**config.mk**
```make
export PLATFORM = sky130hd
export DESIGN_NAME = iso8601_to_epoch_millis_flat
export DESIGN_NICKNAME = d
export VERILOG_FILES = /design/src/hw/rtl/i2e_pkg.sv /design/src/hw/rtl/i2e_if.sv /design/src/hw/rtl/i2e_front.sv /design/src/hw/rtl/i2e_queue.sv /design/src/hw/rtl/i2e_back.sv /design/src/hw/rtl/iso8601_to_epoch_millis.sv /design/src/flat_wrapper.sv
export VERILOG_INCLUDE_DIRS = /design/src /design/src/hw/rtl
export SDC_FILE = /design/constraint.sdc
export NUM_CORES = 2
export LEC_CHECK = 0
export CORE_UTILIZATION = 38
export DETAILED_ROUTE_END_ITERATION = 10
export DONT_BUFFER_PORTS = 1
export SETUP_SLACK_MARGIN = 0.3
export SLEW_MARGIN = 20
export SYNTH_ARGS = -nofsm -noshare
export SYNTH_HDL_FRONTEND = slang
export SYNTH_SLANG_ARGS = --single-unit
```
**constraint.sdc**
```tcl
create_clock -name clk -period 10.55 [get_ports clk]
set_clock_uncertainty 0.15 [all_clocks]
set_input_delay 2.11 -clock clk [delete_from_list [all_inputs] [get_ports clk]]
set_output_delay 2.11 -clock clk [all_outputs]
set_load 0.01 [all_outputs]
```
**src/hw/rtl/iso8601_to_epoch_millis_macros.svh**
```systemverilog
// ---------------------------------------------------------------------------
// iso8601_to_epoch_millis_macros.svh
// Assertion macros of the timestamp converter RTL.
// ---------------------------------------------------------------------------
`ifndef ISO8601_TO_EPOCH_MILLIS_MACROS_SVH
`define ISO8601_TO_EPOCH_MILLIS_MACROS_SVH

// Same-cycle implication, disabled while reset is high.
`define I2E_ASSERT_IMP(label, clk, rst, ante, cons, msg) \
  label: assert property (@(posedge clk) disable iff (rst) (ante) |-> (cons)) \
    else $error(msg);

// Next-cycle implication, disabled while reset is high.
`define I2E_ASSERT_NXT(label, clk, rst, ante, cons, msg) \
  label: assert property (@(posedge clk) disable iff (rst) (ante) |=> (cons)) \
    else $error(msg);

`endif

```
**src/hw/rtl/i2e_pkg.sv**
```systemverilog
// ---------------------------------------------------------------------------
// i2e_pkg
// Shared types, constants and calendar tables of the timestamp converter.
// ---------------------------------------------------------------------------
`default_nettype none

package i2e_pkg;

  localparam int unsigned QUEUE_DEPTH = 2;
  localparam int unsigned QPTR_W      = $clog2(QUEUE_DEPTH);
  localparam int unsigned QCNT_W      = $clog2(QUEUE_DEPTH + 1);

  localparam logic [13:0] YEAR_MIN     = 14'd1970;
  localparam logic [13:0] ERA_YEARS    = 14'd400;
  localparam logic [22:0] ERA_DAYS     = 23'd146097;
  localparam logic [22:0] EPOCH_SHIFT  = 23'd719468;
  localparam logic [37:0] SEC_PER_DAY  = 38'd86400;
  localparam logic [16:0] SEC_PER_HOUR = 17'd3600;
  localparam logic [16:0] SEC_PER_MIN  = 17'd60;

  // One parsed string, handed from the parser to the arithmetic back end.
  typedef struct packed {
    logic [13:0] year;
    logic [6:0]  month;
    logic [6:0]  day;
    logic [6:0]  hour;
    logic [6:0]  minute;
    logic [6:0]  second;
    logic [9:0]  frac_ms;
    logic        fmt_ok;
  } job_t;

  typedef enum logic [2:0] {
    BK_IDLE,
    BK_DIV,
    BK_CAL,
    BK_DAYS,
    BK_SECS,
    BK_MS,
    BK_OUT
  } back_state_t;

  // Days in a month of a common year; zero for codes that are no month.
  function automatic logic [4:0] month_len(input logic [3:0] m);
    logic [4:0] len;
    case (m)
      4'd1, 4'd3, 4'd5, 4'd7, 4'd8, 4'd10, 4'd12: len = 5'd31;
      4'd4, 4'd6, 4'd9, 4'd11:                    len = 5'd30;
      4'd2:                                       len = 5'd28;
      default:                                    len = 5'd0;
    endcase
    return len;
  endfunction

  // Days from March 1 to the first of the month, months counted from March.
  function automatic logic [8:0] march_offset(input logic [3:0] mp);
    logic [8:0] ofs;
    case (mp)
      4'd0:    ofs = 9'd0;
      4'd1:    ofs = 9'd31;
      4'd2:    ofs = 9'd61;
      4'd3:    ofs = 9'd92;
      4'd4:    ofs = 9'd122;
      4'd5:    ofs = 9'd153;
      4'd6:    ofs = 9'd184;
      4'd7:    ofs = 9'd214;
      4'd8:    ofs = 9'd245;
      4'd9:    ofs = 9'd275;
      4'd10:   ofs = 9'd306;
      4'd11:   ofs = 9'd337;
      default: ofs = 9'd0;
    endcase
    return ofs;
  endfunction

endpackage

`default_nettype wire

```
**src/hw/rtl/i2e_if.sv**
```systemverilog
// ---------------------------------------------------------------------------
// i2e_if
// Valid/ready channels of the timestamp converter: text in, epoch out.
// ---------------------------------------------------------------------------
`default_nettype none

interface i2e_text_if;
  logic       valid;
  logic       ready;
  logic [7:0] text_byte;
  logic       end_of_text;

  modport source (output valid, output text_byte, output end_of_text, input ready);
  modport sink   (input valid, input text_byte, input end_of_text, output ready);
endinterface

interface i2e_stamp_if;
  logic        valid;
  logic        ready;
  logic [47:0] epoch_millis;
  logic        well_formed;

  modport source (output valid, output epoch_millis, output well_formed, input ready);
  modport sink   (input valid, input epoch_millis, input well_formed, output ready);
endinterface

`default_nettype wire

```
**src/hw/rtl/i2e_front.sv**
```systemverilog
// ---------------------------------------------------------------------------
// i2e_front
// Character parser: checks the layout and accumulates the numeric fields.
// ---------------------------------------------------------------------------
`default_nettype none

module i2e_front (
  input  wire logic        clk,
  input  wire logic        rst,
  i2e_text_if.sink         text,
  input  wire logic        q_full,
  output logic             push,
  output i2e_pkg::job_t    job
);

  localparam logic [4:0] POS_YM_SEP = 5'd4;
  localparam logic [4:0] POS_MD_SEP = 5'd7;
  localparam logic [4:0] POS_DT_SEP = 5'd10;
  localparam logic [4:0] POS_HM_SEP = 5'd13;
  localparam logic [4:0] POS_MS_SEP = 5'd16;
  localparam logic [4:0] POS_DOT    = 5'd19;
  localparam logic [4:0] POS_FRAC   = 5'd20;

  localparam logic [7:0] CH_DASH  = 8'h2D;
  localparam logic [7:0] CH_T     = 8'h54;
  localparam logic [7:0] CH_COLON = 8'h3A;
  localparam logic [7:0] CH_DOT   = 8'h2E;
  localparam logic [7:0] CH_Z     = 8'h5A;
  localparam logic [7:0] CH_0     = 8'h30;
  localparam logic [7:0] CH_9     = 8'h39;

  logic [4:0]  pos,      pos_next;
  logic [13:0] year,     year_next;
  logic [6:0]  month,    month_next;
  logic [6:0]  day,      day_next;
  logic [6:0]  hour,     hour_next;
  logic [6:0]  minute,   minute_next;
  logic [6:0]  second,   second_next;
  logic [9:0]  frac,     frac_next;
  logic [1:0]  frac_cnt, frac_cnt_next;
  logic        in_frac,  in_frac_next;
  logic        bad,      bad_next;

  logic       accept;
  logic [7:0] c;
  logic       is_dig;
  logic [3:0] dig;

  assign text.ready = !q_full;
  assign accept     = text.valid && text.ready;
  assign c          = text.text_byte;
  assign is_dig     = (c >= CH_0) && (c <= CH_9);
  assign dig        = c[3:0];

  always_comb begin
    pos_next      = pos;
    year_next     = year;
    month_next    = month;
    day_next      = day;
    hour_next     = hour;
    minute_next   = minute;
    second_next   = second;
    frac_next     = frac;
    frac_cnt_next = frac_cnt;
    in_frac_next  = in_frac;
    bad_next      = bad;

    if (pos < POS_DOT) begin
      case (pos)
        POS_YM_SEP, POS_MD_SEP: begin
          if (c != CH_DASH) bad_next = 1'b1;
        end
        POS_DT_SEP: begin
          if (c != CH_T) bad_next = 1'b1;
        end
        POS_HM_SEP, POS_MS_SEP: begin
          if (c != CH_COLON) bad_next = 1'b1;
        end
        default: begin
          if (!is_dig) begin
            bad_next = 1'b1;
          end else if (pos < POS_YM_SEP) begin
            year_next = 14'(year * 14'd10 + 14'(dig));
          end else if (pos < POS_MD_SEP) begin
            month_next = 7'(month * 7'd10 + 7'(dig));
          end else if (pos < POS_DT_SEP) begin
            day_next = 7'(day * 7'd10 + 7'(dig));
          end else if (pos < POS_HM_SEP) begin
            hour_next = 7'(hour * 7'd10 + 7'(dig));
          end else if (pos < POS_MS_SEP) begin
            minute_next = 7'(minute * 7'd10 + 7'(dig));
          end else begin
            second_next = 7'(second * 7'd10 + 7'(dig));
          end
        end
      endcase
    end else if (pos == POS_DOT) begin
      if (c == CH_DOT) in_frac_next = 1'b1;
      else             bad_next     = 1'b1;
    end else if (in_frac) begin
      if (!is_dig) begin
        bad_next = 1'b1;
      end else if (frac_cnt != 2'd3) begin
        frac_next     = 10'(frac * 10'd10 + 10'(dig));
        frac_cnt_next = frac_cnt + 2'd1;
      end
    end else begin
      bad_next = 1'b1;
    end

    if (pos != POS_FRAC) pos_next = pos + 5'd1;
  end

  // Result of the string, valid on the final byte.
  always_comb begin
    job.year    = year;
    job.month   = month;
    job.day     = day;
    job.hour    = hour;
    job.minute  = minute;
    job.second  = second;
    job.fmt_ok  = !bad && (c == CH_Z) &&
                  (((pos == POS_DOT) && !in_frac) ||
                   ((pos == POS_FRAC) && in_frac && (frac_cnt != 2'd0)));
    if (pos != POS_FRAC) begin
      job.frac_ms = 10'd0;
    end else begin
      case (frac_cnt)
        2'd1:    job.frac_ms = 10'(frac * 10'd100);
        2'd2:    job.frac_ms = 10'(frac * 10'd10);
        default: job.frac_ms = frac;
      endcase
    end
  end

  assign push = accept && text.end_of_text;

  always_ff @(posedge clk) begin
    if (rst || push) begin
      pos      <= '0;
      year     <= '0;
      month    <= '0;
      day      <= '0;
      hour     <= '0;
      minute   <= '0;
      second   <= '0;
      frac     <= '0;
      frac_cnt <= '0;
      in_frac  <= 1'b0;
      bad      <= 1'b0;
    end else if (accept) begin
      pos      <= pos_next;
      year     <= year_next;
      month    <= month_next;
      day      <= day_next;
      hour     <= hour_next;
      minute   <= minute_next;
      second   <= second_next;
      frac     <= frac_next;
      frac_cnt <= frac_cnt_next;
      in_frac  <= in_frac_next;
      bad      <= bad_next;
    end
  end

endmodule

`default_nettype wire

```
**src/hw/rtl/i2e_queue.sv**
```systemverilog
// ---------------------------------------------------------------------------
// i2e_queue
// Short first-in first-out queue of parsed strings between front and back.
// ---------------------------------------------------------------------------
`default_nettype none

module i2e_queue (
  input  wire logic           clk,
  input  wire logic           rst,
  input  wire logic           push,
  input  wire i2e_pkg::job_t  din,
  output logic                full,
  output logic                head_valid,
  output i2e_pkg::job_t       head,
  input  wire logic           pop
);

  localparam int unsigned           DEPTH = i2e_pkg::QUEUE_DEPTH;
  localparam logic [i2e_pkg::QPTR_W-1:0] LAST_SLOT = i2e_pkg::QPTR_W'(DEPTH - 1);

  i2e_pkg::job_t slots [DEPTH];

  logic [i2e_pkg::QPTR_W-1:0] wr_ptr;
  logic [i2e_pkg::QPTR_W-1:0] rd_ptr;
  logic [i2e_pkg::QCNT_W-1:0] count;
  logic                        do_push;
  logic                        do_pop;

  assign full       = (count == i2e_pkg::QCNT_W'(DEPTH));
  assign head_valid = (count != '0);
  assign head       = slots[rd_ptr];
  assign do_push    = push && !full;
  assign do_pop     = pop && head_valid;

  always_ff @(posedge clk) begin
    if (do_push) slots[wr_ptr] <= din;
  end

  always_ff @(posedge clk) begin
    if (rst) begin
      wr_ptr <= '0;
      rd_ptr <= '0;
      count  <= '0;
    end else begin
      if (do_push) wr_ptr <= (wr_ptr == LAST_SLOT) ? '0 : wr_ptr + 1'b1;
      if (do_pop)  rd_ptr <= (rd_ptr == LAST_SLOT) ? '0 : rd_ptr + 1'b1;
      if (do_push && !do_pop)      count <= count + i2e_pkg::QCNT_W'(1);
      else if (do_pop && !do_push) count <= count - i2e_pkg::QCNT_W'(1);
    end
  end

endmodule

`default_nettype wire

```
**src/hw/rtl/i2e_back.sv**
```systemverilog
// ---------------------------------------------------------------------------
// i2e_back
// Arithmetic back end: range checks and civil-days epoch computation.
// ---------------------------------------------------------------------------
`default_nettype none

`include "iso8601_to_epoch_millis_macros.svh"

module i2e_back (
  input  wire logic           clk,
  input  wire logic           rst,
  input  wire logic           head_valid,
  input  wire i2e_pkg::job_t  head,
  output logic                pop,
  i2e_stamp_if.source         stamp
);

  i2e_pkg::back_state_t state, state_next;

  i2e_pkg::job_t cur;
  logic [13:0]   rem;
  logic [4:0]    era;
  logic [4:0]    era_adj;
  logic [17:0]   doe;
  logic [16:0]   tod;
  logic          ok;
  logic [21:0]   days;
  logic [37:0]   secs;
  logic [47:0]   epoch;
  logic          wf;

  // Calendar step signals.
  logic [8:0]  y_rem;
  logic        leap;
  logic        jan_feb;
  logic [8:0]  yoe;
  logic [4:0]  era_cal;
  logic [1:0]  yoe_cent;
  logic [3:0]  mp;
  logic [17:0] doy;
  logic [17:0] doe_cal;
  logic [4:0]  mdays;
  logic        ok_cal;
  logic [16:0] tod_cal;
  logic [47:0] ms_cal;

  always_ff @(posedge clk) begin
    if (rst) state <= i2e_pkg::BK_IDLE;
    else     state <= state_next;
  end

  always_comb begin
    state_next = state;
    pop        = 1'b0;
    case (state)
      i2e_pkg::BK_IDLE: begin
        if (head_valid) begin
          pop        = 1'b1;
          state_next = i2e_pkg::BK_DIV;
        end
      end
      i2e_pkg::BK_DIV: begin
        if (rem < i2e_pkg::ERA_YEARS) state_next = i2e_pkg::BK_CAL;
      end
      i2e_pkg::BK_CAL:  state_next = i2e_pkg::BK_DAYS;
      i2e_pkg::BK_DAYS: state_next = i2e_pkg::BK_SECS;
      i2e_pkg::BK_SECS: state_next = i2e_pkg::BK_MS;
      i2e_pkg::BK_MS:   state_next = i2e_pkg::BK_OUT;
      i2e_pkg::BK_OUT: begin
        if (stamp.ready) state_next = i2e_pkg::BK_IDLE;
      end
      default: state_next = i2e_pkg::BK_IDLE;
    endcase
  end

  always_comb begin
    y_rem   = rem[8:0];
    leap    = (y_rem[1:0] == 2'b00) && (y_rem != 9'd100) && (y_rem != 9'd200) &&
              (y_rem != 9'd300);
    jan_feb = (cur.month <= 7'd2);
    era_cal = era;
    yoe     = y_rem;
    if (jan_feb) begin
      if (y_rem == 9'd0) begin
        yoe     = 9'd399;
        era_cal = era - 5'd1;
      end else begin
        yoe = y_rem - 9'd1;
      end
    end
    if (yoe >= 9'd300)      yoe_cent = 2'd3;
    else if (yoe >= 9'd200) yoe_cent = 2'd2;
    else if (yoe >= 9'd100) yoe_cent = 2'd1;
    else                    yoe_cent = 2'd0;

    mp      = jan_feb ? 4'(cur.month + 7'd9) : 4'(cur.month - 7'd3);
    doy     = 18'(i2e_pkg::march_offset(mp)) + 18'(cur.day) - 18'd1;
    doe_cal = 18'(yoe) * 18'd365 + 18'(yoe[8:2]) - 18'(yoe_cent) + doy;

    mdays   = ((cur.month == 7'd2) && leap) ? 5'd29 : i2e_pkg::month_len(cur.month[3:0]);
    ok_cal  = cur.fmt_ok && (cur.year >= i2e_pkg::YEAR_MIN) &&
              (cur.month >= 7'd1) && (cur.month <= 7'd12) &&
              (cur.day >= 7'd1) && (cur.day <= 7'(mdays)) &&
              (cur.hour <= 7'd23) && (cur.minute <= 7'd59) && (cur.second <= 7'd59);

    tod_cal = 17'(cur.hour) * i2e_pkg::SEC_PER_HOUR +
              17'(cur.minute) * i2e_pkg::SEC_PER_MIN + 17'(cur.second);

    // Times 1000 as 1024 - 16 - 8.
    ms_cal  = (48'(secs) << 10) - (48'(secs) << 4) - (48'(secs) << 3) +
              48'(cur.frac_ms);
  end

  always_ff @(posedge clk) begin
    case (state)
      i2e_pkg::BK_IDLE: begin
        cur <= head;
        rem <= head.year;
        era <= '0;
      end
      i2e_pkg::BK_DIV: begin
        if (rem >= i2e_pkg::ERA_YEARS) begin
          rem <= rem - i2e_pkg::ERA_YEARS;
          era <= era + 5'd1;
        end
      end
      i2e_pkg::BK_CAL: begin
        era_adj <= era_cal;
        doe     <= doe_cal;
        ok      <= ok_cal;
        tod     <= tod_cal;
      end
      i2e_pkg::BK_DAYS: begin
        days <= 22'(23'(era_adj) * i2e_pkg::ERA_DAYS + 23'(doe) - i2e_pkg::EPOCH_SHIFT);
      end
      i2e_pkg::BK_SECS: begin
        secs <= 38'(days) * i2e_pkg::SEC_PER_DAY + 38'(tod);
      end
      i2e_pkg::BK_MS: begin
        epoch <= ok ? ms_cal : 48'd0;
        wf    <= ok;
      end
      default: begin
      end
    endcase
  end

  assign stamp.valid        = (state == i2e_pkg::BK_OUT);
  assign stamp.epoch_millis = epoch;
  assign stamp.well_formed  = wf;

  `I2E_ASSERT_IMP(a_bad_gives_zero, clk, rst, stamp.valid && !stamp.well_formed, stamp.epoch_millis == 48'd0, "malformed result carries a nonzero epoch")
  `I2E_ASSERT_NXT(a_pop_starts_div, clk, rst, pop, state == i2e_pkg::BK_DIV, "queue pop did not start the era division")
  `I2E_ASSERT_IMP(a_era_bounded, clk, rst, state == i2e_pkg::BK_DIV, era <= 5'd24, "era count exceeds four-digit year range")

endmodule

`default_nettype wire

```
**src/hw/rtl/iso8601_to_epoch_millis.sv**
```systemverilog
// ---------------------------------------------------------------------------
// iso8601_to_epoch_millis
// ISO 8601 UTC timestamp text to Unix epoch milliseconds.
// ---------------------------------------------------------------------------
// The block takes a timestamp text of the form YYYY-MM-DDTHH:MM:SSZ or
// YYYY-MM-DDTHH:MM:SS.fffZ (any number of fraction digits, at least one, of
// which the first three count) one byte per transfer on the text channel,
// with end_of_text set on the final byte. One result transfer on the stamp
// channel follows each final byte: the milliseconds since 1970-01-01 UTC
// with well_formed set, or zero with well_formed cleared when the layout,
// a field range, the month length (leap years included) or the lower year
// bound of 1970 is violated. The parser front end accepts one byte in every
// cycle; a final byte places the parsed fields into a two-entry queue, and
// the parser stalls only when that queue is full. The back end works on one
// string at a time: it pops the queue, divides the year by 400 with an
// iterative era subtraction, does the calendar, day, second and millisecond
// arithmetic in turn, and then holds the result in its output register
// until taken. With the shortest legal strings of 20 bytes and years from
// 5600 on the back end is slower than the byte stream and the queue fills.
// There are no configuration registers, and reset is synchronous.
// ---------------------------------------------------------------------------
`default_nettype none

module iso8601_to_epoch_millis (
  input  wire logic    clk,
  input  wire logic    rst,
  i2e_text_if.sink     text,
  i2e_stamp_if.source  stamp
);

  // Parsed strings travel from the parser into the queue on push.
  logic          push;
  i2e_pkg::job_t front_job;

  // Queue head toward the arithmetic back end.
  logic          q_full;
  logic          head_valid;
  i2e_pkg::job_t head_job;
  logic          pop;

  // Parser: classifies every character and accumulates the fields.
  i2e_front u_front (
    .clk    (clk),
    .rst    (rst),
    .text   (text),
    .q_full (q_full),
    .push   (push),
    .job    (front_job)
  );

  // Two-entry queue so the parser keeps taking bytes while the back end
  // is busy with the previous string.
  i2e_queue u_queue (
    .clk        (clk),
    .rst        (rst),
    .push       (push),
    .din        (front_job),
    .full       (q_full),
    .head_valid (head_valid),
    .head       (head_job),
    .pop        (pop)
  );

  // Back end: range checks, civil-days calculation and the output register.
  i2e_back u_back (
    .clk        (clk),
    .rst        (rst),
    .head_valid (head_valid),
    .head       (head_job),
    .pop        (pop),
    .stamp      (stamp)
  );

endmodule

`default_nettype wire
```
**src/flat_wrapper.sv**
```systemverilog
// flat-port wrapper written by rule: the top's interface ports become plain ports
module iso8601_to_epoch_millis_flat 
  (clk, rst, text_valid, text_text_byte, text_end_of_text, text_ready, stamp_valid, stamp_epoch_millis, stamp_well_formed, stamp_ready);
  i2e_text_if text_i ();
  i2e_stamp_if stamp_i ();
  input  wire logic clk;
  input  wire logic rst;
  input wire logic [$bits(text_i.valid)-1:0] text_valid;
  input wire logic [$bits(text_i.text_byte)-1:0] text_text_byte;
  input wire logic [$bits(text_i.end_of_text)-1:0] text_end_of_text;
  output wire logic [$bits(text_i.ready)-1:0] text_ready;
  output wire logic [$bits(stamp_i.valid)-1:0] stamp_valid;
  output wire logic [$bits(stamp_i.epoch_millis)-1:0] stamp_epoch_millis;
  output wire logic [$bits(stamp_i.well_formed)-1:0] stamp_well_formed;
  input wire logic [$bits(stamp_i.ready)-1:0] stamp_ready;
  assign text_i.valid = text_valid;
  assign text_i.text_byte = text_text_byte;
  assign text_i.end_of_text = text_end_of_text;
  assign text_ready = text_i.ready;
  assign stamp_valid = stamp_i.valid;
  assign stamp_epoch_millis = stamp_i.epoch_millis;
  assign stamp_well_formed = stamp_i.well_formed;
  assign stamp_i.ready = stamp_ready;
  iso8601_to_epoch_millis u_core (.clk(clk), .rst(rst), .text(text_i), .stamp(stamp_i));
endmodule
```
# Yosys cells after proc, flatten, opt, wreduce, memory -nomap -nowiden

Memories as Yosys holds them, arrays and structs flattened. A register that Yosys moved wholly into a read port is not among the register bits.
Cells that the tools add are included.

Register bits after elaboration: 304
RAM bits: 120
Bits in read-only memories: 224
Bits of input ports: 13
Output and inout bits: 51
Word-level logic and storage cells: 238
Memories: 3

Memory list:

| memory               | words | bits a word | read ports | clocked after memory_dff | write ports | RTL line        | text |
|---|---|---|---|---|---|---|---|
| (name not given)     | 16    | 9           | 1          | 0                        | 0           | i2e_pkg.sv:58   | `case (mp)` |
| u_core.u_queue.slots | 2     | 60          | 1          | 1                        | 1           | i2e_queue.sv:21 | `i2e_pkg::job_t slots [DEPTH];` |
| (name not given)     | 16    | 5           | 1          | 1                        | 0           | i2e_pkg.sv:46   | `case (m)` |

$add $sub $neg: 32
$mul: 13
$lt $le $gt $ge: 22
Equality and inequality tests: 35
Mux-type cells: 39
Bitwise gates (word level): 8
Reduce and logical (&&, ||, !) cells: 53

Operators by type and width:

| kind                                                                   | number |
|---|---|
| 48-bit by 10-bit adder with 48-bit output                              | 1 |
| 48-bit by 41-bit subtractor with 48-bit output                         | 1 |
| 48-bit by 42-bit subtractor with 48-bit output                         | 1 |
| 38-bit by 17-bit adder with 38-bit output                              | 1 |
| 7-bit by 4-bit adder with 7-bit output                                 | 5 |
| 7-bit by 3-bit multiplier with 6-bit output (second input constant)    | 5 |
| 22-bit by 10-bit multiplier with 31-bit output (second input constant) | 1 |
| 14-bit one-hot mux with 2 select lines                                 | 1 |
| 1-bit logical AND                                                      | 24 |
| 22-bit by 18-bit adder with 22-bit output                              | 1 |
| 5-bit by 18-bit multiplier with 22-bit output (second input constant)  | 1 |
| 22-bit by 20-bit subtractor with 22-bit output (second input constant) | 1 |
| 3-bit one-hot mux with 7 select lines                                  | 1 |
| 5-bit 2-to-1 mux                                                       | 4 |
| 10-bit one-hot mux with 2 select lines                                 | 1 |
| 18-bit adder                                                           | 1 |
| 18-bit by 7-bit adder with 18-bit output                               | 1 |
| 9-bit by 9-bit multiplier with 18-bit output (second input constant)   | 1 |
| 9-bit 2-to-1 mux                                                       | 2 |
| 9-bit AND reduction                                                    | 2 |
| 18-bit by 2-bit subtractor with 18-bit output                          | 1 |
| 17-bit by 13-bit adder with 17-bit output                              | 1 |
| 17-bit by 7-bit adder with 17-bit output                               | 1 |
| 1-bit 2-to-1 mux                                                       | 17 |
| other kinds (78)                                                       | 126 |

# Longest topological paths before layout

Depth after elaboration: 11
Depth in mapped cells: 38
Mapped depth without buffers: 36

# Modules after synthesis

A second synthesis with hierarchy kept.

Cell total of the unflattened synthesis: 3171
Area total of the unflattened synthesis: 34210.3 um2

Modules (own cells, without submodules):

| module    | instances | cells each | area an instance (um2) | sequential area each (um2) |
|---|---|---|---|---|
| i2e_back  | 1         | 2301       | 23836.6                | 6966.7 |
| i2e_front | 1         | 658        | 5839.4                 | 1361.3 |
| i2e_queue | 1         | 212        | 4534.3                 | 3703.6 |

# Worst setup path before layout

OpenSTA, ideal clock, no wires.

Path type: register to register
Start: register u_core.u_back.cur[43] (netlist bit)
End: register u_core.u_back.doe[17] (data pin)
Setup time: 0.260 ns
Data arrival time: 7.864 ns
Required time: 10.140 ns
Path slack: 2.276 ns
Cell stages (with the launch flop): 35
Path buffers: 1
Clock period less this slack: 8.274 ns
Path through: edfxtp_1 -> or3_1 -> or3_1 -> nor2_2 -> clkinv_1 -> ha_1 -> a21oi_1 -> xnor2_1 -> clkbuf_1 -> xnor2_1 -> a21oi_1 -> ha_1 -> inv_1 -> ha_1 -> a21o_1 -> a21oi_1 -> nor2b_1 -> o21a_1 -> or3_1 -> nand2_1 -> fa_1 -> inv_1 -> fa_1 -> fa_1 -> inv_1 -> fa_1 -> inv_1 -> ha_1 -> a21oi_1 -> o21ai_0 -> a211oi_1 -> nor3_1 -> or3_1 -> a21oi_1 -> xnor2_1

Cells in the longest elaborated chain, start to end: 8
Elaborated cells between the ends (all ways): 16
Classes of those cells: add/sub: 5; mul: 1; order compare: 4; mux: 5; memory: 1

RTL lines:

| item                                                                                 | RTL line        | text |
|---|---|---|
| start, declared                                                                      | i2e_back.sv:20  | `i2e_pkg::job_t cur;` |
| start signal, assigned                                                               | i2e_back.sv:117 | `cur <= head;` |
| 7-bit by 2-bit less-or-equal comparator with 1-bit output (*)                        | i2e_back.sv:80  | `jan_feb = (cur.month <= 7'd2);` |
| branches (longest 6 deep; another with 9-bit by 9-bit multiplier with 18-bit output) | n/a             |  |
| 18-bit adder (*)                                                                     | i2e_back.sv:98  | `doe_cal = 18'(yoe) * 18'd365 + 18'(yoe[8:2]) - 18'(yoe_cent) + doy;` |
| via u_core.u_back.doe_cal[17]                                                        | i2e_back.sv:41  | `logic [17:0] doe_cal;` |
| end signal, assigned                                                                 | i2e_back.sv:129 | `doe <= doe_cal;` |
| end, declared                                                                        | i2e_back.sv:24  | `logic [17:0] doe;` |

Mark *: on every way through the listed nets, which the timed path passes.
A chain may end at the register's enable or synchronous reset.

# Final worst setup path

Start: register u_core.u_back.cur[43] (netlist bit)
End: register u_core.u_back.doe[16] (data pin)

Same word-level chain as after synthesis.

==> flow_metrics.tcl <==
set metrics [dict create \
    status "finished clean" \
    path_clk_slew_ns 0.07 \
    yosysMostFrequentCell "inv_1" \
    syn_to_final_growth_pct 9.36 \
    ys_warn_count 0 \
    arrival_ns 9.44 \
    coreArea_um2 88400 \
    slew_viol_final 0 \
    ys_top_cells_by_count "inv_1 (549), ha_1 (470), edfxtp_1 (348), nor2_1 (214), fa_1 (208)" \
    first_global_vias 21217 \
    num_vias 20984 \
    synthesis.area_um2 33900 \
    crit_type "reg2reg" \
    synth_cell_type_count 90 \
    grt_max_degree 67 \
    synth_area_leaders "edfxtp_1 (31%), ha_1 (17%), fa_1 (12%)" \
    hold-path-cell-count 0 \
    fp.dieArea_um2 90400 \
    drt_iter0_markers 904 \
    async_reset_ff_share_pct 0 \
    final_cells 4369 \
    critPathBufInv 5 \
    crit_path_top_delay_cell "xnor2_1" \
    wl_met2_mm 29.1 \
    ys_seq_area_share_pct 35.5 \
    path_max_fanout 14 \
    clock.fmax_mhz 108 \
    antenna_found_initial 0 \
    cp_data_required_time_ns 10.71 \
    ctsHoldBuffers 0 \
    m1WireLength_mm 30.0 \
    worstSetupEndpointType "flop" \
    period_share_pct 88.0 \
    numCtsBuffers 48 \
    grt_pass1_wl_mm 105 \
    synth_edf_count 348 \
    worstMarginPinSlew_ns 0.937 \
    cts_tree "yes" \
    die_h_um 301 \
    fin_setup_tns_ns 0 \
    syn_inst 3156 \
    grt_usage_pct 14.0 \
    drive_above_1_share_pct 6.55 \
    grt_overflow 0 \
    avgSynthCellArea_um2 10.7 \
    dpl.hpwl_mm 48.7 \
    cts-root-buf "clkbuf_16" \
    via_per_inst 4.80 \
    n_antenna_cell 0 \
    htreeDepth 2 \
    yosysTopAreaCell "edfxtp_1" \
    cts_setup_buffers 0 \
    startpoint_type "flop" \
    ant_nets 0 \
    wl_mm 62.3 \
    wl_per_cell_um 14.3 \
    path_depth 33 \
    cp_top_family "adder cells" \
    highest_layer "met4" \
    cts_buffer_depth 3 \
    drt-pass1-iter-count 5 \
    dr_wl_met3_mm 1.69 \
    ys_ff_latch 427 \
    cts.sinks 427 \
    finalHoldViolations 0 \
    dieWidth_um 301 \
    fin_crit_ns 9.28 \
    start_util_pct 38.4 \
    ys.flop_type "edfxtp_1" \
    synth_fp_nets 3847 \
    clk-insertion-delay-late_ns 0.61 \
    io_pins 64 \
    nFillCells 8460 \
    setup_viol 0 \
    ff2ff_path_depth 33 \
    portBuffers 0 \
    cts_resized 0 \
    relSlewSlack_pct 37.1 \
    drc 0 \
    place_congestion 0.838 \
    numPlacedInstances 4280 \
    rows 109 \
    nets 3856 \
    slowest_delay_ns 0.74 \
    cap_violations 0 \
    synthDominantCellAreaShare_pct 30.8 \
    hold_path.class "reg2reg" \
    rsz0062_at_grt "no" \
]
[layer usage]
metal / GRT usage [%] / up-vias
met5: 0 / -
met4: 3.96 / 0
met3: 1.88 / 84
met2: 23.7 / 185
met1: 18.7 / 9935
li1: - / 10780
[final cells by class]
class,count,area (µm²),area share (%)
Clock inverter,35,528,1.42
Timing Repair Buffer,18,135,0.365
Sequential cell,427,12000,32.5
Multi-Input combinational cell,2120,19600,52.9
Clock buffer,54,1250,3.38
Tap cell,1165,1460,3.93
Inverter,550,2060,5.57
[per-stage QoR]
step / hold WS (ns) / utilization, % / cell area [µm²] / setup WS [ns]
2_1_floorplan: 0.250 / - / 33900 / 2.28
3_3_place_gp: 0.253 / 39.9 / 35300 / 1.44
3_5_place_dp: 0.255 / 39.9 / 35300 / 1.25
4_1_cts: 0.265 / 41.9 / 37100 / 1.23
5_1_grt: 0.267 / 41.9 / 37100 / 0.446
6_report: 0.263 / 41.9 / 37100 / 1.27
[registers in the layout, indices dropped and copies added (netlist names), 2 cells and up, named ones only]
signal	count
u_core.u_front.hour	7
u_core.u_back.days	22
u_core.u_back.era_adj	5
u_core.u_back.rem	14
u_core.u_back.state	3
u_core.u_front.minute	7
u_core.u_front.year	14
u_core.u_front.second	7
u_core.u_back.stamp.epoch_millis	48
u_core.u_back.doe	18
u_core.u_front.frac	10
u_core.u_back.era	5
u_core.u_front.month	7
u_core.u_front.frac_cnt	2
u_core.u_back.cur	59
u_core.u_back.secs	38
u_core.u_queue.count	2
u_core.u_front.pos	5
u_core.u_back.tod	17
u_core.u_front.day	7
u_core.u_queue.slots	120
[final timing paths]
kind / startpoint / end / slack (ns)
hold / removal: u_core.u_back.cur[12] / u_core.u_back.tod[1] / 0.26
hold reg to reg: u_core.u_back.cur[12] / u_core.u_back.tod[1] / 0.26
setup / recovery: u_core.u_back.cur[43] / u_core.u_back.doe[16] / 1.27
setup reg to reg: u_core.u_back.cur[43] / u_core.u_back.doe[16] / 1.27
[placed cells by master, fill, tap and decap left out, types with 20 or more instances in the layout]
cell	synthesis	layout
inv_1	549	549
ha_1	470	470
edfxtp_1	348	348
nor2_1	214	213
fa_1	208	208
xnor2_1	181	181
a21oi_1	154	154
nand2_1	105	105
o21ai_0	80	80
dfxtp_1	79	78
xor2_1	74	74
mux2_2	59	59
clkbuf_16	0	48
a21o_1	46	46
mux2i_1	45	45
nand3_1	43	43
a211oi_1	39	39
nor2b_1	32	31
nor3_1	32	31
o21bai_1	27	27
nand2b_1	25	24
o21a_1	20	20
[cells by family after synthesis]
group                    after synthesis  synth area share [%]
multiplexers                         104                  3.29
adder cells (fa/ha/maj)              678                  29.6
flip-flops                           427                  35.5
AO/OA/AOI/OAI                        482                  9.39
XOR/XNOR                             256                  6.66
AND/OR/NAND/NOR                      600                  8.75
buffers and inverters                609                  6.79
Power is left out: the tool's default activity adds up to more than one toggle a clock period on the data nets, which glitch-free logic cannot reach.
